[src/hdl/lsi_pkg.sv]
// shared constants and types for the line and segment intersection unit
package lsi_pkg;

    localparam int STRETCH = 10;

    typedef struct packed {
        logic valid;
        logic hit;
    } t_pipe_ctl;

endpackage

[src/hdl/lsi_div.sv]
// pipelined restoring divider, one quotient bit per stage
module lsi_div #(
    parameter int NW = 39,
    parameter int DW = 27,
    parameter int QW = 12
) (
    input  logic               i_clk,
    input  logic               i_rst_n,
    input  logic               i_en,
    input  lsi_pkg::t_pipe_ctl i_ctl,
    input  logic [NW-1:0]      i_num,
    input  logic [DW-1:0]      i_den,
    output lsi_pkg::t_pipe_ctl o_ctl,
    output logic [QW-1:0]      o_quo
);

    localparam int SW = (NW > DW + QW) ? NW : DW + QW;

    lsi_pkg::t_pipe_ctl r_ctl [QW];
    logic [NW-1:0]      r_rem [QW];
    logic [DW-1:0]      r_den [QW];
    logic [QW-1:0]      r_quo [QW];

    for (genvar k = 0; k < QW; k++) begin : g_stage
        localparam int SH = QW - 1 - k;
        lsi_pkg::t_pipe_ctl ctl_in;
        logic [NW-1:0]      rem_in;
        logic [DW-1:0]      den_in;
        logic [QW-1:0]      quo_in;
        logic [SW-1:0]      trial;
        logic [SW-1:0]      rem_ext;
        logic               ge;
        logic [NW-1:0]      n_rem;
        logic [QW-1:0]      n_quo;

        if (k == 0) begin : g_first
            assign ctl_in = i_ctl;
            assign rem_in = i_num;
            assign den_in = i_den;
            assign quo_in = '0;
        end else begin : g_next
            assign ctl_in = r_ctl[k-1];
            assign rem_in = r_rem[k-1];
            assign den_in = r_den[k-1];
            assign quo_in = r_quo[k-1];
        end

        assign trial   = SW'(den_in) << SH;
        assign rem_ext = SW'(rem_in);
        assign ge      = rem_ext >= trial;
        assign n_rem   = ge ? NW'(rem_ext - trial) : rem_in;
        always_comb begin
            n_quo     = quo_in;
            n_quo[SH] = ge;
        end

        always_ff @(posedge i_clk) begin
            if (!i_rst_n) begin
                r_ctl[k] <= '0;
            end else if (i_en) begin
                r_ctl[k] <= ctl_in;
            end
            if (i_en) begin
                r_rem[k] <= n_rem;
                r_den[k] <= den_in;
                r_quo[k] <= n_quo;
            end
        end
    end

    assign o_ctl = r_ctl[QW-1];
    assign o_quo = r_quo[QW-1];

endmodule

[config.mk]
export PLATFORM = sky130hd
export DESIGN_NAME = lsi_div
export DESIGN_NICKNAME = d
export VERILOG_FILES = /design/src/hdl/lsi_pkg.sv /design/src/hdl/lsi_div.sv
export SDC_FILE = /design/constraint.sdc
export NUM_CORES = 2
export LEC_CHECK = 0
export BUFFER_PORTS_ARGS = -buffer_cell sky130_fd_sc_hd__buf_2
export CORE_MARGIN = 1
export CORE_UTILIZATION = 58
export CTS_BUF_LIST = sky130_fd_sc_hd__clkbuf_16
export CTS_CLUSTER_SIZE = 10
export DETAILED_ROUTE_END_ITERATION = 12
export PLACE_DENSITY = 0.85
export SLEW_MARGIN = 20
export SYNTH_ARGS = -nofsm -noshare
export SYNTH_HDL_FRONTEND = slang
export SYNTH_SLANG_ARGS = --single-unit
[constraint.sdc]
create_clock -name i_clk -period 3.08 [get_ports i_clk]
set_input_delay 0.616 -clock i_clk [delete_from_list [all_inputs] [get_ports i_clk]]
set_output_delay 0.616 -clock i_clk [all_outputs]
set_load 0.03 [all_outputs]
==> results.cfg <==
[status]
outcome = finished, violations left
violations = negative setup slack

[synthesis]
synthSimpleGateAreaFrac_pct = 11.50
synth.avg_cell_area_um2 = 10.86
synthXorXnorAreaFrac_pct = 5.665
synth_compound_area_share_pct = 15.65
synth-main-ff-cell = edfxtp_1
synth_edf_count = 828
yosys.area.top_type_share_pct = 52.75
synthAdderAreaFrac_pct = 9.068
synthTopCellsByArea = edfxtp_1 53%, ha_1 8.6%, o21ai_0 3.8%
muxShareOfSynthArea_pct = 0.9530
yosysMostFrequentCell = edfxtp_1
yosysTopAreaCell = edfxtp_1
synth_top_family_by_area = compound AO/OA/AOI/OAI gates
synth_cells = 4339
async_flop_share_pct = 0
ys_seq_area_share_pct = 52.75
synth_fp_nets = 4745
synth_cell_type_count = 96
ys_ff_latch = 828
yosysWarnings = 0
yosys-top-cells-count = 828 x edfxtp_1, 408 x inv_1, 380 x nand2_1, 360 x o21ai_0, 324 x ha_1
syn_area_um2 = 47130

[layout]
diodes = 0
syn_to_final_growth_pct = 30.43
final_area_um2 = 61470
layout.nets = 5690
drive_gt1_share_pct = 29.96
final_util_pct = 76.44

[timing]
max_slew_margin_pct = 52.85
rsz0062_at_grt = yes
min_period_over_period_pct = 114.7
whs_ns = 0.1478
setup_viol_count_final = 157
worst_pin_slew_ns = 0.7073
timing.fmax_mhz = 283.1
fin_worst_skew_ns = 0.05033
hold_violations = 0
fin_crit_ns = 3.532
final.setup.worst_slack_ns = -0.4524
slew_viol_final = 0

[placed_design]
hpwl_um = 83140
numPortBuffers = 84
place_worst_setup_slack_ns = -0.5141
postPlaceCellArea_um2 = 54560
place_congestion = 0.9345

[pwr]
p_total_uw = 54700
leakagePower_uw = 0.02585
p_per_area_nw_per_um2 = 889.8
peakVddDrop_mv = 0.5561

[floorplan]
ios = 85
die_x_um = 287.1
initial_core_util_pct = 58.61
coreArea_um2 = 80420
rows = 104
dieHeight_um = 287.1
dieArea_um2 = 82410

[worst_setup_path]
critPathBufInv = 3
required_ns = 3.47
crit_family = simple AND/OR/NAND/NOR gates
worstPathCellList = inv_1, buf_4, ha_1, nand4b_1, nor4_2, buf_4, nand4_1, nand4_1, a31oi_4, or4_4, or4_4, xnor2_2
cp.depth = 12
worst_r2r_path_depth = 12
startpoint_type = flip-flop
crit_path_top_delay_cell = or4_4
r2r_slack_ns = -0.45
worstPathMaxFanout = 2
worstSetupPathType = flip-flop to flip-flop
reg2reg_to = r_rem[8][34]
slowest_delay_ns = 0.50
endpoint_kind = flip-flop
cp.arrival_ns = 3.93
rr_startpoint = r_den[7][1]

[routing]
wl_met2_um = 69760
drcViolationCount = 0
maxUsedRoutingLayer = met4
dr.pass1.iters = 8
vias = 37620
wl_met1_um = 43090
postRouteWirelength_um = 128000
drt-initial-drc-count = 2640
via_per_inst = 5.903
wl_per_cell_um = 20.09
wl_met3_um = 5674
route.antenna.remaining_nets = 0

[clock_tree]
clockRootBuffer = clkbuf_16
cts.sinks = 828
path_clk_slew_ns = 0.05
cts_tree = yes
cts_buffers = 95
clk_latency_ns = 0.66
htreeDepth = 3
clock_path_buffers = 3
ctsHoldBuffers = 0

[min_path]
holdPathEnd = r_rem[0][4]
hold_path.startpoint = i_num[4]
holdCritPathClass = primary input to flip-flop
hold-path-cell-count = 1

[global_routing]
antenna_found_initial = 0
track_usage_pct = 27.82
grt_pass1_wl_um = 182700
grt_overflow = 0
grt_max_degree = 110
first_global_vias = 37650

[flow_run]
max-cap-violations = 0
state kept, by name, indices dropped and copies added (netlist names):
register,count
r_den,297
r_rem,429
r_quo,78
r_ctl,24
cells by family after synthesis:
| kind of cell | count (synthesis) |
|---|---|
| compound gates | 1174 |
| xor+xnor | 304 |
| fa+ha+maj | 335 |
| buf+inv | 543 |
| flops | 828 |
| mux | 40 |
| simple gates | 1115 |
timing repair:
action                     4_1_cts  5_1_grt
setup buffers                   47       58
pin swaps                       99      177
resized for setup              286      490
cloned                          12       18
setup endpoints to repair      257      283
cell usage in the layout (no fill, tap or decap), types with 48 or more instances in the layout:
master,n
a21o_1,146
a21oi_1,276
buf_2,83
buf_4,795
clkbuf_16,110
edfxtp_1,828
ha_1,287
inv_1,416
nand2_1,297
nand2_4,48
nand3_1,63
nand4_1,63
nor2_1,224
nor3_1,52
o21a_1,48
o21ai_0,222
o21ai_1,65
o21ai_2,74
xnor2_1,156
xor2_1,145
stage by stage:
step / std cells / TNS [ns]
after CTS: 6311 / -8.375
after global routing: 6373 / -39.61
after floorplan: 4339 / 0
final: 6373 / -19.96
after global placement: 6128 / -40.76
after detailed placement: 6128 / -58.42
where the power goes:
group | leakage [µW] | switching, µW | total (µW) | internal, µW
clock | 0.00135 | 4290 | 9830 | 5550
combinational | 0.0164 | 14100 | 27000 | 12800
sequential | 0.00806 | 1720 | 17900 | 16200
worst register-to-register path, cell delays in order (launching register included):
cell	delay, ns
edfxtp_1	0.37
inv_1	0.10
buf_4	0.14
ha_1	0.28
nand4b_1	0.25
nor4_2	0.36
buf_4	0.19
nand4_1	0.19
nand4_1	0.22
a31oi_4	0.05
or4_4	0.51
or4_4	0.44
xnor2_2	0.14
final cells by class:
type	count	area, µm²
Timing Repair Buffer	981	8214
Inverter	409	1540
Clock buffer	96	2402
Fill cell	4844	18940
Sequential cell	828	24860
Multi-Input combinational cell	2969	22910
Clock inverter	30	215.2
Tap cell	1060	1326
worst max-delay path by stage:
| stage | startpoint | endpoint | slack, ns |
|---|---|---|---|
| final | r_den[7][1] | r_rem[8][34] | -0.45 |
| after global routing | r_den[7][1] | r_rem[8][34] | -0.49 |
| after CTS | r_rem[7][7] | r_rem[8][34] | -0.31 |
| after detailed placement | r_den[7][0] | r_rem[8][34] | -0.51 |
| after global placement | r_rem[0][16] | r_rem[1][38] | -0.50 |
| after floorplan | r_rem[9][22] | r_rem[10][37] | 0.00006 |
metal layers:
layer  global-route usage (%)  up-vias
met5                        0        -
met4                    17.19        0
met3                    3.040      505
met2                    55.61     1457
met1                    26.67    17860
li1                         -    17800
Note: power is estimated with default switching activity, not from simulation.
